`config.mk`:
```
export PLATFORM = sky130hd
export DESIGN_NAME = hds_alu
export DESIGN_NICKNAME = d
export VERILOG_FILES = /design/src/rtl/hds_alu.sv
export SDC_FILE = /design/constraint.sdc
export NUM_CORES = 2
export LEC_CHECK = 0
export ABC_AREA = 1
export CORE_ASPECT_RATIO = 1.1
export CORE_UTILIZATION = 55
export CTS_BUF_LIST = sky130_fd_sc_hd__clkbuf_8
export DETAILED_ROUTE_END_ITERATION = 12
export DONT_BUFFER_PORTS = 1
export PLACE_DENSITY = 0.72
export SLEW_MARGIN = 10
export SYNTH_ARGS = -nofsm -noshare
export SYNTH_HDL_FRONTEND = slang
export SYNTH_SLANG_ARGS = --single-unit
```
`constraint.sdc`:
```
create_clock -name clock -period 10.8 [get_ports clock]
set_clock_uncertainty 0.15 [all_clocks]
set_input_delay 1.08 -clock clock [delete_from_list [all_inputs] [get_ports clock]]
set_output_delay 1.08 -clock clock [all_outputs]
set_load 0.01 [all_outputs]
```
`src/rtl/hds_alu.sv`:
```
`timescale 1ns / 1ps
// Shared multiply-accumulate: one coefficient half times one second difference per cycle with acc_en.
module hds_alu #(
   parameter int TEMP_WIDTH = 32
) (
   input  logic                    clock,
   input  logic                    clear,
   input  logic                    acc_en,
   input  logic signed [TEMP_WIDTH+2:0] diff,
   input  logic [11:0]             coef_half,
   input  logic                    high_half,
   output logic signed [TEMP_WIDTH+30:0] hi_sum,
   output logic signed [TEMP_WIDTH+30:0] lo_sum
);
   localparam int AW = TEMP_WIDTH + 31;
   logic signed [AW-1:0] prod;
   logic signed [AW-1:0] hi_ff, hi_in, lo_ff, lo_in;

   assign prod = AW'(diff) * AW'($signed({1'b0, coef_half}));

   always_comb begin
      hi_in = hi_ff;
      lo_in = lo_ff;
      if (clear) begin
         hi_in = '0;
         lo_in = AW'(64'sd8388608);
      end else if (acc_en) begin
         if (high_half) hi_in = hi_ff + prod;
         else lo_in = lo_ff + prod;
      end
   end

   always_ff @(posedge clock) begin
      hi_ff <= hi_in;
      lo_ff <= lo_in;
   end

   assign hi_sum = hi_ff;
   assign lo_sum = lo_ff;
endmodule

```
# After elaboration in Yosys (flattened, before gate mapping)
# Cells that the tools add are included.
word_totals:
  ff_bits: 126
  in_bits: 51
  output_inout_bits: 126
classes:
  n_addsub: 2
  mul: 1
  n_bitwise: 1
  n_reduce_logical: 2
ops:
  columns: ["cell", "n"]
  rows:
  - ["$add 63x48->63", 2]
  - ["$mul 35x13->48", 1]
  - ["$reduce_and 2->1", 2]
  - ["$not 1->1", 1]

# Depth between registers and ports, before layout
logic_depth:
  ltp_word: 2
  mapped_depth: 46
  depth_no_buf: 44

# Least setup slack after synthesis
# No wires, ideal clock.
synth_timing:
  path_type: "input -> register"
  from: "input coef_half[3]"
  to: "register hi_ff[60] (netlist: hi_sum[60])"
  setup_ns: 0.109
  arrival_time_ns: 7.769
  setup_slack_ns: 2.772
  cell_stages: 35
  n_path_buf: 2
  cell_sequence: "clkbuf_1 clkbuf_1 nand2_1 fa_1 fa_1 inv_1 fa_1 fa_1 inv_1 fa_1 inv_1 ha_1 nand2_1 inv_1 nand2_1 and2_1 nand2_1 a21oi_1 nand3_2 nand2_2 nand2_1 ha_1 nand2_2 nor2_2 inv_2 nor2_2 inv_2 nor4_2 inv_1 nor3_1 nand2_1 nand3_1 nand3_1 nand2_1 inv_1"
synth_between:
  elab_chain_cells: 2
synth_rtl:
  columns: ["item", "line", "rtl"]
  rows:
  - ["start, declared", "10", "input logic [11:0] coef_half,"]
  - ["$mul 35x13->48", "19", "assign prod = AW'(diff) * AW'($signed({1'b0, coef_half}));"]
  - ["$add 63x48->63", "28", "if (high_half) hi_in = hi_ff + prod;"]
  - ["end signal, assigned", "34", "hi_ff <= hi_in;"]
  - ["end, declared", "17", "logic signed [AW-1:0] hi_ff, hi_in, lo_ff, lo_in;"]
# No other way between the ends.
# A chain may end at the register's enable or synchronous reset.

# Worst setup path after layout
layout_timing:
  from: "input coef_half[1]"
  to: "register lo_ff[62] (netlist: lo_sum[62])"
layout_between:
  elab_chain_cells: 2
layout_rtl:
  columns: ["item", "line", "rtl"]
  rows:
  - ["$mul 35x13->48", "19", null]
  - ["$add 63x48->63", "29", "else lo_in = lo_ff + prod;"]
  - ["end signal, assigned", "35", "lo_ff <= lo_in;"]
  - ["end, declared", "17", null]
# No other way between the ends.

==> results.yml <==
status:
  run_status: "finished clean"
logic_synthesis:
  async_reset_ff_share_pct: 0
  yosysWarnings: 0
  avgSynthCellArea_sq_um: 6.400
  synthTopCellsByArea: "fa_1 (25%), inv_1 (15%), nand2_1 (14%)"
  netlist_area_sq_mm: 0.02962
  synth.distinct_cells: 49
  synthCells: 4629
  synth_edf_count: 0
  synth_seq_area_share_pct: 8.515
  synth_top_area_share_pct: 25.00
  synth_nets: 5283
  ys_seq_elements: 126
  synth_ff_type: "dfxtp_1"
  synth_top_cell_by_area: "fa_1"
detailed_routing:
  routed_wl_um: 94770
  dr.pass1.iters: 6
  post_drt_wl_per_cell_um: 18.16
  remaining_drc_errors: 0
  num_vias: 28300
  via_per_inst: 5.423
  ant_nets: 0
  first_iter_violations: 1902
cells_and_area:
  drive_above_1_share_pct: 2.663
  final_common_cell: "inv_1"
  syn_to_final_growth_pct: 2.555
  num-fill-cells: 5442
  final_cell_mix: "inv_1 (1149), nand2_1 (1126), nor2_1 (540)"
  final_nets: 5184
die:
  placementRows: 88
  die_h_um: 245.4
  ios: 177
  die_w_um: 223.3
  coreArea_sq_mm: 0.05285
  die-area_sq_mm: 0.05479
  start_util_pct: 56.05
run:
  cap_viol_max_count: 0
worst_hold_path:
  hold_path.class: "reg -> reg"
  min_from: "hi_sum[0]"
  min_path_cells: 2
  hold_end: "hi_sum[0]"
critical_path:
  critPathMostFrequentCell: "nand2_1"
  rr_worst_depth: 16
  worst_setup_path_end_kind: "flip-flop"
  rr_startpoint: "hi_sum[0]"
  cp_top_family: "adder cells"
  crit_arrival_ps: 8460
  slowest_stage: "fa_1"
  path_class: "in -> reg"
  path_buf_inv: 6
  slowest_delay_ps: 830
  r2r-end: "hi_sum[40]"
  worstPathMaxFanout: 35
  cp-start-kind: "input pin"
  required_ps: 11050
  reg2reg_slack_ps: 7820
grt:
  grt_max_degree: 107
  grt_overflow: 0
  antenna_found_initial: 1
  grt_pass1_vias: 27960
  grt_pass1_wl_um: 150700
  track_usage_pct: 35.26
clock_network:
  htreeDepth: 4
  cts_root_buf: "clkbuf_8"
  insertion_delay_ps: 510
  path_clk_slew_ps: 90
  numCtsBuffers: 17
  ctsResizeCount: 0
  cts.hold.buffers_added: 0
  cts_tree: "built"
  clk_path_buf_depth: 2
  clkSinkCount: 126
  post-cts-setup-buffers: 0
sta:
  slew_violations: 0
  finalCriticalPeriod_ps: 8213
  tightest_slew_ps: 1063
  setup_tns_ps: 0
  fin_crit_sh_pct: 76.04
  setup_violations: 0
  fmax_ghz: 0.1218
  rsz0062_at_grt: "no"
  finalHoldViolations: 0
  maxSlewHeadroom_pct: 29.10
place:
  port_buffers: 0
  place_hpwl_um: 80020
  place.gp.congestion: 1.021
## Yosys cell counts, drive strengths merged, types with 10 or more instances
library cell and number:
inv 1166, nand2 1147, nor2 563, fa 370, ha 233, a21oi 227
o21ai 194, nand3 177, dfxtp 126, clkbuf 120, xor2 73, o21bai 48
nor3 33, nand4 31, xnor2 25, a21o 16, a31oi 15, nor4 10
## stage by stage
step | worst slack (ps) | instance area, sq um | instances | hold WS [ps] | utilization [%]
after floorplan | 2772 | 29620 | 4629 | 375.5 | -
after global placement | 2253 | 30020 | 5186 | 450.3 | 56.80
after detailed placement | 2289 | 30020 | 5186 | 438.6 | 56.80
after global routing | 2248 | 30380 | 5219 | 498.0 | 57.48
after CTS | 2792 | 30380 | 5218 | 457.0 | 57.48
final | 2587 | 30380 | 5219 | 468.9 | 57.48
## cells by family (layout without fill, tap and decap cells)
family | Yosys count | in the layout | share of synthesized area, %
other | 0 | 1 | 0
buffers and inverters | 1289 | 1203 | 16.42
AND/OR/NAND/NOR | 1984 | 1984 | 27.37
flip-flops | 126 | 126 | 8.515
adder cells (fa/ha/maj) | 603 | 603 | 34.85
AO/OA/AOI/OAI | 529 | 529 | 9.959
XOR/XNOR | 98 | 98 | 2.897
## area by class of cell
type	instances	area, sq um	share of cell area, %
antenna	1	2.502	0.008237
clock buffer	17	234.0	0.7701
inverter	1166	4378	14.41
clock inverter	15	123.9	0.4077
timing repair buffer	5	37.54	0.1236
tap	675	844.6	2.780
multi-input combinational	3214	22240	73.20
sequential	126	2522	8.303
## per-layer routing
metal / GRT usage (%) / wire length (um)
met5: 0 / 0
met4: 16.08 / 4710
met3: 7.241 / 7739
met2: 60.26 / 44640
met1: 42.69 / 37680
## how the worst max path moves through the flow
stage                       startpoint         end  slack (ps)  depth (start not counted)
after CTS                 coef_half[1]  lo_sum[62]        2790                         31
after detailed placement  coef_half[1]  lo_sum[62]        2290                         31
after global routing      coef_half[1]  lo_sum[62]        2250                         32
after floorplan           coef_half[3]  hi_sum[60]        2770                         35
final                     coef_half[1]  lo_sum[62]        2590                         31
after global placement    coef_half[1]  lo_sum[62]        2250                         31
## sequential cells by signal, summed over array words and instances (netlist names)
| signal | cells |
|---|---|
| hi_sum | 63 |
| lo_sum | 63 |
## worst reg2reg max path, cell delays in order (launching register included)
cell	delay (ps)
dfxtp_1	400
ha_1	270
fa_1	430
nand2_1	90
nand2_1	70
and2_1	210
a21o_1	240
nand3_1	80
nand2_1	190
nand2_1	120
nand2_1	90
nand2_1	150
nand2_1	70
nand2_1	60
nand3_1	100
nand2_1	120
inv_1	40
Power is left out: the tool's default activity adds up to more than one toggle a clock period on the data nets, which glitch-free logic cannot reach.
